## src/sv/lrukv_pkg.sv

```systemverilog
// Package: shared constants, types and codes of the LRU key-value cache.
`timescale 1ns / 1ps
package lrukv_pkg;
    localparam int ENTRIES_DEF = 16;
    localparam int KEY_W       = 32;
    localparam int VAL_W       = 32;
    localparam int SLOT_W      = 4;
    localparam int CFG_W       = 5;
    localparam int APB_ADDR_W  = 3;
    localparam int APB_DATA_W  = 32;

    localparam logic [CFG_W-1:0] ACTIVE_RST = 5'd16;

    // register index, taken from paddr[2]
    localparam logic REG_ACTIVE = 1'b0;

    localparam logic CMD_GET = 1'b0;
    localparam logic CMD_PUT = 1'b1;

    typedef enum logic [1:0] {
        ST_IDLE,
        ST_LOOK,
        ST_UPD
    } t_state;

    // priority flags rippling from cell 0 upward
    typedef struct packed {
        logic match_seen;
        logic free_seen;
        logic victim_seen;
    } t_chain;

    // broadcast control from the sequencer to every cell
    typedef struct packed {
        logic look;
        logic commit;
        logic is_put;
        logic hit;
        logic free_any;
        logic age_all;
    } t_ctl;
endpackage

```

## src/sv/lrukv_if.sv

```systemverilog
// Interfaces: request and response channels of the LRU key-value cache.
`timescale 1ns / 1ps
interface lru_req_if import lrukv_pkg::*; ();
    logic             valid;
    logic             ready;
    logic             cmd;
    logic [KEY_W-1:0] key;
    logic [VAL_W-1:0] write_value;

    modport source (output valid, cmd, key, write_value, input ready);
    modport sink (input valid, cmd, key, write_value, output ready);
endinterface

interface lru_rsp_if import lrukv_pkg::*; ();
    logic              valid;
    logic              ready;
    logic              hit;
    logic [VAL_W-1:0]  read_value;
    logic [SLOT_W-1:0] slot_used;

    modport source (output valid, hit, read_value, slot_used, input ready);
    modport sink (input valid, hit, read_value, slot_used, output ready);
endinterface

```

## src/sv/lru_key_value_cache.sv

```systemverilog
// Top level: fully associative key-value cache with true LRU replacement.
//
//  port       dir   handshake           payload
//  i_req      in    valid/ready         cmd, key, write_value
//  o_rsp      out   valid/ready         hit, read_value, slot_used
//  APB        in    psel/penable/pwrite active_entries at byte address 0
//
//  Each request passes through a lookup cycle, in which the cell chain compares
//  the key and collects the rank vector, then an update state that picks the
//  slot and re-ranks the cells on a hit or a put. Responses wait in an output
//  register; a new request is taken in the update state unless it is still full.
//  Reset (synchronous, active low) clears valid bits, ranks and the capacity to 16.
`timescale 1ns / 1ps
module lru_key_value_cache import lrukv_pkg::*; #(
    parameter int ENTRIES = ENTRIES_DEF
) (
    input  logic                  i_clk,
    input  logic                  i_rst_n,
    input  logic                  psel,
    input  logic                  penable,
    input  logic                  pwrite,
    input  logic [APB_ADDR_W-1:0] paddr,
    input  logic [APB_DATA_W-1:0] pwdata,
    output logic [APB_DATA_W-1:0] prdata,
    output logic                  pready,
    lru_req_if.sink               i_req,
    lru_rsp_if.source             o_rsp
);
    localparam int RW = $clog2(ENTRIES);

    t_state r_state;
    t_state n_state;

    logic             r_cmd;
    logic [KEY_W-1:0] r_key;
    logic [VAL_W-1:0] r_wval;
    logic             r_hit;
    logic             r_free_any;
    logic [RW-1:0]    r_max_rank;
    logic [RW-1:0]    r_hit_rank;
    logic [CFG_W-1:0] r_active;

    logic              r_out_valid;
    logic              r_out_hit;
    logic [VAL_W-1:0]  r_out_read;
    logic [SLOT_W-1:0] r_out_slot;

    logic              w_done;
    logic              w_in_ready;
    logic              w_in_fire;
    t_ctl              w_ctl;
    logic [RW-1:0]     w_limit;
    logic [RW-1:0]     w_max_rank;
    logic [VAL_W-1:0]  w_rd;
    logic [SLOT_W-1:0] w_slot;

    t_chain             w_chain    [ENTRIES+1];
    logic [ENTRIES-1:0] w_ages     [ENTRIES+1];
    logic [RW-1:0]      w_hit_rank [ENTRIES+1];
    logic [ENTRIES-1:0] w_sel;
    logic [VAL_W-1:0]   w_val      [ENTRIES];
    logic [ENTRIES-1:0] w_active;

    assign w_chain[0]    = '0;
    assign w_ages[0]     = '0;
    assign w_hit_rank[0] = '0;

    for (genvar g = 0; g < ENTRIES; g++) begin : g_cell
        // capacity 0 acts as 1; anything above ENTRIES covers all cells
        assign w_active[g] = (g == 0) || (g < int'(r_active));

        lrukv_cell #(.ENTRIES(ENTRIES)) u_cell (
            .i_clk      (i_clk),
            .i_rst_n    (i_rst_n),
            .i_ctl      (w_ctl),
            .i_active   (w_active[g]),
            .i_key      (r_key),
            .i_wval     (r_wval),
            .i_max_rank (r_max_rank),
            .i_limit    (w_limit),
            .i_chain    (w_chain[g]),
            .o_chain    (w_chain[g+1]),
            .i_ages     (w_ages[g]),
            .o_ages     (w_ages[g+1]),
            .i_hit_rank (w_hit_rank[g]),
            .o_hit_rank (w_hit_rank[g+1]),
            .o_sel      (w_sel[g]),
            .o_value    (w_val[g])
        );
    end

    always_comb begin
        w_max_rank = '0;
        for (int j = 0; j < ENTRIES; j++) begin
            if (w_ages[ENTRIES][j]) begin
                w_max_rank = RW'(j);
            end
        end
    end

    always_comb begin
        w_rd   = '0;
        w_slot = '0;
        for (int i = 0; i < ENTRIES; i++) begin
            if (w_sel[i]) begin
                w_rd   = w_rd | w_val[i];
                w_slot = w_slot | SLOT_W'(i);
            end
        end
    end

    assign w_done    = (r_state == ST_UPD) && (!r_out_valid || o_rsp.ready);
    assign w_in_fire = i_req.valid && w_in_ready;
    assign w_limit   = r_hit ? r_hit_rank : r_max_rank;

    // sequencer: next state
    always_comb begin
        n_state = r_state;
        case (r_state)
            ST_IDLE: begin
                if (w_in_fire) n_state = ST_LOOK;
            end
            ST_LOOK: begin
                n_state = ST_UPD;
            end
            ST_UPD: begin
                if (w_done) n_state = w_in_fire ? ST_LOOK : ST_IDLE;
            end
            default: begin
                n_state = ST_IDLE;
            end
        endcase
    end

    // sequencer: outputs
    always_comb begin
        w_in_ready      = 1'b0;
        w_ctl           = '0;
        w_ctl.is_put    = (r_cmd == CMD_PUT);
        w_ctl.hit       = r_hit;
        w_ctl.free_any  = r_free_any;
        w_ctl.age_all   = !r_hit && r_free_any;
        case (r_state)
            ST_IDLE: begin
                w_in_ready = 1'b1;
            end
            ST_LOOK: begin
                w_ctl.look = 1'b1;
            end
            ST_UPD: begin
                w_in_ready   = w_done;
                w_ctl.commit = w_done;
            end
            default: begin
                w_in_ready = 1'b0;
            end
        endcase
    end

    always_ff @(posedge i_clk) begin
        if (!i_rst_n) begin
            r_state     <= ST_IDLE;
            r_hit       <= 1'b0;
            r_free_any  <= 1'b0;
            r_active    <= ACTIVE_RST;
            r_out_valid <= 1'b0;
        end else begin
            r_state <= n_state;
            if (w_ctl.look) begin
                r_hit      <= w_chain[ENTRIES].match_seen;
                r_free_any <= w_chain[ENTRIES].free_seen;
            end
            if (psel && penable && pwrite && (paddr[2] == REG_ACTIVE)) begin
                r_active <= pwdata[CFG_W-1:0];
            end
            if (w_done) begin
                r_out_valid <= 1'b1;
            end else if (o_rsp.ready) begin
                r_out_valid <= 1'b0;
            end
        end
    end

    always_ff @(posedge i_clk) begin
        if (w_in_fire) begin
            r_cmd  <= i_req.cmd;
            r_key  <= i_req.key;
            r_wval <= i_req.write_value;
        end
        if (w_ctl.look) begin
            r_max_rank <= w_max_rank;
            r_hit_rank <= w_hit_rank[ENTRIES];
        end
        if (w_done) begin
            r_out_hit  <= r_hit;
            r_out_read <= (r_cmd == CMD_GET && r_hit) ? w_rd : '0;
            r_out_slot <= w_slot;
        end
    end

    assign i_req.ready      = w_in_ready;
    assign o_rsp.valid      = r_out_valid;
    assign o_rsp.hit        = r_out_hit;
    assign o_rsp.read_value = r_out_read;
    assign o_rsp.slot_used  = r_out_slot;

    assign pready = 1'b1;
    assign prdata = (paddr[2] == REG_ACTIVE) ? APB_DATA_W'(r_active) : '0;

    a_sel_onehot0: assert property (@(posedge i_clk) disable iff (!i_rst_n)
        $onehot0(w_sel))
        else $error("more than one slot selected");

    a_look_to_upd: assert property (@(posedge i_clk) disable iff (!i_rst_n)
        (r_state == ST_LOOK) |=> (r_state == ST_UPD))
        else $error("lookup not followed by update");

    a_put_selects: assert property (@(posedge i_clk) disable iff (!i_rst_n)
        (w_done && r_cmd == CMD_PUT) |-> $onehot(w_sel))
        else $error("put commits without exactly one slot");

    a_get_selects: assert property (@(posedge i_clk) disable iff (!i_rst_n)
        (w_done && r_cmd == CMD_GET) |-> ($countones(w_sel) == (r_hit ? 1 : 0)))
        else $error("get selection disagrees with hit");
endmodule

```

## src/sv/lrukv_cell.sv

```systemverilog
// Cache slot cell: key, value, valid and recency rank, with chained priority flags.
`timescale 1ns / 1ps
module lrukv_cell import lrukv_pkg::*; #(
    parameter int ENTRIES = ENTRIES_DEF,
    localparam int RW = $clog2(ENTRIES)
) (
    input  logic               i_clk,
    input  logic               i_rst_n,
    input  t_ctl               i_ctl,
    input  logic               i_active,
    input  logic [KEY_W-1:0]   i_key,
    input  logic [VAL_W-1:0]   i_wval,
    input  logic [RW-1:0]      i_max_rank,
    input  logic [RW-1:0]      i_limit,
    input  t_chain             i_chain,
    output t_chain             o_chain,
    input  logic [ENTRIES-1:0] i_ages,
    output logic [ENTRIES-1:0] o_ages,
    input  logic [RW-1:0]      i_hit_rank,
    output logic [RW-1:0]      o_hit_rank,
    output logic               o_sel,
    output logic [VAL_W-1:0]   o_value
);
    logic [KEY_W-1:0] r_key;
    logic [VAL_W-1:0] r_value;
    logic             r_valid;
    logic [RW-1:0]    r_rank;
    logic             r_match_sel;
    logic             r_free_sel;

    logic w_live;
    logic w_match;
    logic w_first_match;
    logic w_free;
    logic w_first_free;
    logic w_victim;
    logic w_age;

    assign w_live        = i_active && r_valid;
    assign w_match       = w_live && (r_key == i_key);
    assign w_first_match = w_match && !i_chain.match_seen;
    assign w_free        = i_active && !r_valid;
    assign w_first_free  = w_free && !i_chain.free_seen;
    assign w_victim      = w_live && (r_rank == i_max_rank) && !i_chain.victim_seen;

    assign o_chain.match_seen  = i_chain.match_seen || w_match;
    assign o_chain.free_seen   = i_chain.free_seen || w_free;
    assign o_chain.victim_seen = i_chain.victim_seen || w_victim;

    assign o_ages     = i_ages | (w_live ? (ENTRIES'(1) << r_rank) : '0);
    assign o_hit_rank = i_hit_rank | (w_first_match ? r_rank : '0);

    assign o_sel = i_ctl.hit ? r_match_sel
                 : (i_ctl.is_put && (i_ctl.free_any ? r_free_sel : w_victim));

    // ranks saturate at the oldest code
    assign w_age = r_valid && (i_ctl.age_all || (r_rank < i_limit))
                && (r_rank != RW'(ENTRIES - 1));

    assign o_value = r_value;

    always_ff @(posedge i_clk) begin
        if (!i_rst_n) begin
            r_valid     <= 1'b0;
            r_rank      <= '0;
            r_match_sel <= 1'b0;
            r_free_sel  <= 1'b0;
        end else begin
            if (i_ctl.look) begin
                r_match_sel <= w_first_match;
                r_free_sel  <= w_first_free;
            end
            if (i_ctl.commit && (i_ctl.hit || i_ctl.is_put)) begin
                if (o_sel) begin
                    r_valid <= 1'b1;
                    r_rank  <= '0;
                end else if (w_age) begin
                    r_rank <= r_rank + 1'b1;
                end
            end
        end
    end

    always_ff @(posedge i_clk) begin
        if (i_ctl.commit && i_ctl.is_put && o_sel) begin
            r_key   <= i_key;
            r_value <= i_wval;
        end
    end
endmodule
```

## src/flat_wrapper.sv

```systemverilog
// flat-port wrapper written by rule: the top's interface ports become plain ports
module lru_key_value_cache_flat import lrukv_pkg::*;
#(
    parameter int ENTRIES = ENTRIES_DEF
)
  (i_clk, i_rst_n, psel, penable, pwrite, paddr, pwdata, prdata, pready, i_req_valid, i_req_cmd, i_req_key, i_req_write_value, i_req_ready, o_rsp_valid, o_rsp_hit, o_rsp_read_value, o_rsp_slot_used, o_rsp_ready);
  lru_req_if i_req_i ();
  lru_rsp_if o_rsp_i ();
  input  logic i_clk;
  input  logic i_rst_n;
  input  logic psel;
  input  logic penable;
  input  logic pwrite;
  input  logic [APB_ADDR_W-1:0] paddr;
  input  logic [APB_DATA_W-1:0] pwdata;
  output logic [APB_DATA_W-1:0] prdata;
  output logic pready;
  input wire logic [$bits(i_req_i.valid)-1:0] i_req_valid;
  input wire logic [$bits(i_req_i.cmd)-1:0] i_req_cmd;
  input wire logic [$bits(i_req_i.key)-1:0] i_req_key;
  input wire logic [$bits(i_req_i.write_value)-1:0] i_req_write_value;
  output wire logic [$bits(i_req_i.ready)-1:0] i_req_ready;
  output wire logic [$bits(o_rsp_i.valid)-1:0] o_rsp_valid;
  output wire logic [$bits(o_rsp_i.hit)-1:0] o_rsp_hit;
  output wire logic [$bits(o_rsp_i.read_value)-1:0] o_rsp_read_value;
  output wire logic [$bits(o_rsp_i.slot_used)-1:0] o_rsp_slot_used;
  input wire logic [$bits(o_rsp_i.ready)-1:0] o_rsp_ready;
  assign i_req_i.valid = i_req_valid;
  assign i_req_i.cmd = i_req_cmd;
  assign i_req_i.key = i_req_key;
  assign i_req_i.write_value = i_req_write_value;
  assign i_req_ready = i_req_i.ready;
  assign o_rsp_valid = o_rsp_i.valid;
  assign o_rsp_hit = o_rsp_i.hit;
  assign o_rsp_read_value = o_rsp_i.read_value;
  assign o_rsp_slot_used = o_rsp_i.slot_used;
  assign o_rsp_i.ready = o_rsp_ready;
  lru_key_value_cache #(.ENTRIES(ENTRIES)) u_core (.i_clk(i_clk), .i_rst_n(i_rst_n), .psel(psel), .penable(penable), .pwrite(pwrite), .paddr(paddr), .pwdata(pwdata), .prdata(prdata), .pready(pready), .i_req(i_req_i), .o_rsp(o_rsp_i));
endmodule
```

## config.mk

```make
export PLATFORM = sky130hd
export DESIGN_NAME = lru_key_value_cache_flat
export DESIGN_NICKNAME = d
export VERILOG_FILES = /design/src/sv/lrukv_pkg.sv /design/src/sv/lrukv_if.sv /design/src/sv/lru_key_value_cache.sv /design/src/sv/lrukv_cell.sv /design/src/flat_wrapper.sv
export SDC_FILE = /design/constraint.sdc
export NUM_CORES = 2
export LEC_CHECK = 0
export BUFFER_PORTS_ARGS = -buffer_cell sky130_fd_sc_hd__clkbuf_2
export CORE_ASPECT_RATIO = 2
export CORE_MARGIN = 2
export CORE_UTILIZATION = 57
export DETAILED_ROUTE_END_ITERATION = 16
export PLACE_DENSITY = 0.75
export SLEW_MARGIN = 20
export SYNTH_ARGS = -nofsm -noshare
export SYNTH_HDL_FRONTEND = slang
export SYNTH_HIERARCHICAL = 1
export SYNTH_SLANG_ARGS = --single-unit
```

## constraint.sdc

```tcl
create_clock -name i_clk -period 5.7 [get_ports i_clk]
set_input_delay 1.14 -clock i_clk [delete_from_list [all_inputs] [get_ports i_clk]]
set_output_delay 1.14 -clock i_clk [all_outputs]
set_load 0.005 [all_outputs]
```

# Word-level counts from Yosys, hierarchy flattened
# Index checks and enable logic that the tools add are counted.
dict set report totals {
  regBits 1256
  input_bits 107
  wordCells 788
}
dict set report op_classes {
  add_sub_neg 16
  n_lt_le_gt_ge 31
  n_eq_ne 52
  shift 16
  n_mux 150
  bitwise_logic 47
  reduce_logical 361
}
# operator n
set op_table {}
lappend op_table {{32-bit == test} 16}
lappend op_table {{32-bit two-way mux} 16}
lappend op_table {{32-bit OR} 15}
lappend op_table {{16-bit two-way mux} 16}
lappend op_table {{1-bit by 4-bit left shift with 16-bit output (first input constant)} 16}
lappend op_table {{4-bit two-way mux} 61}
lappend op_table {{16-bit OR} 15}
lappend op_table {{1-bit logical AND} 180}
lappend op_table {{2-bit AND reduction} 33}
lappend op_table {{4-bit by 1-bit adder with 4-bit output (second input constant)} 16}
lappend op_table {{4-bit == test} 16}
lappend op_table {{4-bit < comparator} 16}
lappend op_table {{4-bit != test (second input constant)} 16}
lappend op_table {{1-bit logical NOT} 62}
lappend op_table {{1-bit logical OR} 62}
lappend op_table {{4-bit OR} 15}
lappend op_table {{4-bit by 5-bit < comparator with 1-bit output (first input constant)} 8}
lappend op_table {{1-bit two-way mux} 40}
lappend op_table {{2-bit nonzero test} 17}
lappend op_table {{3-bit two-way mux} 8}
lappend op_table {{3-bit by 5-bit < comparator with 1-bit output (first input constant)} 4}
lappend op_table {{8-bit OR reduction} 2}
lappend op_table {{2-bit two-way mux} 6}
lappend op_table {{2-bit by 5-bit < comparator with 1-bit output (first input constant)} 2}
lappend op_table {{11 further kinds} 15}

# Logic depth before layout (Yosys ltp)
dict set report depth {
  ltp_word 51
  ltp_mapped 27
}

# Cells and area by module
# Netlist, hierarchy kept.
# mod n_inst cells_each area_per_inst_um2 seq_area_each_um2
set by_module_without_submodules {}
lappend by_module_without_submodules {{lrukv_cell at u_core.g_cell[0].u_cell ...} 9 228 3248.1 2062.0}
lappend by_module_without_submodules {{lrukv_cell at u_core.g_cell[3].u_cell ...} 7 219 3174.3 2062.0}
lappend by_module_without_submodules {lru_key_value_cache 1 635 7388.3 3503.4}

# Worst setup path before layout
# No wires, ideal clock.
dict set report synth_timing {
  path_kind {register to register}
  startpoint {reg u_core.r_active[4]}
  endpoint {reg u_core.g_cell[15].u_cell.r_value[0], enable pin}
  arrival_ps 5784
  path_slack_ps -513
  stages_incl_launch_ff 24
  path_buffers 1
  synth_period_minus_slack_ps 6213
  cell_sequence {dfxtp_1 clkbuf_1 or3_1 or2_2 nand2_1 nor2_1 a21o_1 a21o_1 a21o_1 a21o_1 a21o_1 a21o_1 a21o_1 a21o_1 a21o_1 a21o_1 a21o_1 a21o_1 a21o_1 a21o_1 nor4b_2 a31oi_4 inv_1 and3_1}
}
# item line_no
set synth_lines {}
lappend synth_lines {{start, declared} lru_key_value_cache.sv:41} ;# logic [CFG_W-1:0] r_active;
lappend synth_lines {{start signal, assigned} lru_key_value_cache.sv:174} ;# r_active <= pwdata[CFG_W-1:0];
lappend synth_lines {{end signal, assigned} lrukv_cell.sv:87} ;# r_value <= i_wval;
lappend synth_lines {{end, declared} lrukv_cell.sv:25} ;# logic [VAL_W-1:0] r_value;

==> qor.yml <==
status: "complete, no violations"
ir_worst_vdd_v: 0.000337
cts_sinks: 1256
crit_type: "register to register"
gr-total-overflow: 0
startpoint_type: "register"
portBuffers: 121
postSynthAreaPerCell_um2: 14.0
cts_tree: "done"
worstPathArrival_ns: 6.13
grt_max_degree: 65
drt_iter0_drc: 3611
slew_headroom: 0.325
fin_area_um2: 66200
yosysWarnings: 6
path_max_fanout: 16
critPathRequiredTime_ns: 6.13
fillers: 7378
grt_use_total: 0.325
power_mw: 18.5
hold_viol_final: 0
hold_slack_ns: 0.489
wl_per_cell_um: 28.8
drcViolationCount: 0
htreeDepth: 3
power.density_nw_per_um2: 280
fin_crit_ns: 5.70
rr_worst_depth: 25
fin_crit_sh: 1.00
row_count: 166
reg2reg_to: "u_core/g_cell[15].u_cell/o_value[27]"
placed_cell_area_um2: 62500
grt_pass1_wl_um: 250000
most-common-layout-cells: "edfxtp_1 (1134), xor2_1 (324), inv_1 (207)"
preCtsSetupSlack_ns: -0.102
grt_pass1_vias: 39600
wirelength_um: 173000
antenna_found_initial: 1
cpMostUsedCell: "a21o_1"
fmax_mhz: 175
instances_no_fill: 6010
place_hpwl_um: 118000
syn_to_final_growth_pct: 12.7
crit_slowest_cell: "or3_4"
dieArea_um2: 106000
worst_slack_ns: 0.000232
clock_skew_ns: 0.0321
synthCells: 4203
cp-end-kind: "register"
worstMarginPinSlew_ns: 1.01
final_util: 0.647
drive_above_1_share: 0.183
clkTransAtPathRegs_ns: 0.07
dieWidth_um: 231
core-area_um2: 102000
antenna_left: 0
drv_cap: 0
gp_congestion: 0.959
r2r-start: "u_core/r_active[2]"
cts-root-buf: "clkbuf_16"
hold_path_class: "register to register"
drt_first_pass_iters: 8
die_y_um: 458
fin_tns_setup_ns: 0
setup_viol: 0
clock_latency_ns: 0.73
p_leak_nw: 23.4
final_common_cell: "edfxtp_1"
io_pins: 179
dp_cells: 5797
cts_buffers: 104
syn_area_um2: 58700
clock_path_buffers: 3
cp-endpoint: "u_core/g_cell[15].u_cell/o_value[27]"
via_count: 38900
reg2reg_slack_ns: 0.0002
worst_path_largest_cell_delay_ns: 0.39
vias_per_cell: 6.48
initial_utilization: 0.574
startpoint: "u_core/r_active[2]"
final_net_count: 4828
timing.final.max_slew_violations: 0
## registers in the layout, indices dropped and copies added (netlist names), 4 cells and up
register and count:
u_core/g_cell.u_cell/o_value 512, u_core/g_cell.u_cell/r_key 512, u_core/g_cell.u_cell/r_rank 64, u_core/o_rsp.read_value 32
u_core/r_key 32, u_core/r_wval 32, u_core/g_cell.u_cell/r_free_sel 16, u_core/g_cell.u_cell/r_match_sel 16
u_core/g_cell.u_cell/r_valid 16, u_core/r_active 5, u_core/o_rsp.slot_used 4, u_core/r_hit_rank 4
u_core/r_max_rank 4
## report_power, final
group | switching (mW) | leakage [nW] | internal (mW) | total (mW)
Combinational | 0.643 | 10.4 | 0.374 | 1.02
Sequential | 0.115 | 11.3 | 10.1 | 10.2
Clock | 3.38 | 1.66 | 3.94 | 7.33
## area by class of cell
class / instances / area, µm² / area share
Antenna cell: 3 / 7.51 / 0.000113
Clock buffer: 126 / 2760 / 0.0417
Clock inverter: 66 / 713 / 0.0108
Inverter: 218 / 818 / 0.0124
Multi-Input combinational cell: 2641 / 20800 / 0.315
Sequential cell: 1256 / 36500 / 0.552
Tap cell: 1344 / 1680 / 0.0254
Timing Repair Buffer: 356 / 2870 / 0.0434
## layer usage
layer / routed length (µm) / vias up / global-route usage
met1: 54600 / 19200 / 0.326
met4: 17700 / 0 / 0.283
li1: - / 17000 / -
met2: 89100 / 2018 / 0.581
met5: 0 / - / 0
met3: 11400 / 725 / 0.0494
## how the worst min path moves through the flow
stage,slack [ns],end,cells after the start,start
detailed placement,0.48,u_core/g_cell[0].u_cell/r_valid,1,u_core/g_cell[0].u_cell/r_valid
global route,0.52,u_core/g_cell[4].u_cell/r_match_sel,2,u_core/g_cell[4].u_cell/r_match_sel
CTS,0.49,u_core/g_cell[9].u_cell/r_match_sel,2,u_core/g_cell[9].u_cell/r_match_sel
finish,0.49,u_core/g_cell[6].u_cell/r_match_sel,2,u_core/g_cell[6].u_cell/r_match_sel
floorplan,0.45,u_core/g_cell[3].u_cell/r_match_sel,2,u_core/g_cell[3].u_cell/r_match_sel
global placement,0.47,u_core/g_cell[12].u_cell/r_valid,1,u_core/g_cell[12].u_cell/r_valid
## worst max-delay path, delay by kind of cell, from the launching register on
family | cells | cell delay (ns)
and+or+nand+nor | 6 | 1.41
AOI/OAI and AO/OA | 15 | 3.01
buffers and inverters | 4 | 0.61
DFF | 1 | 0.32
## what timing repair did
action                                  in CTS  in global routing
resized for setup                            2                  6
gates cloned                                 1                  0
endpoints found under the setup margin      82                217
pin swaps                                    1                  6
hold buffers                                 0                  0
setup buffers                                6                 11
Power figures use the tool's default switching activity.
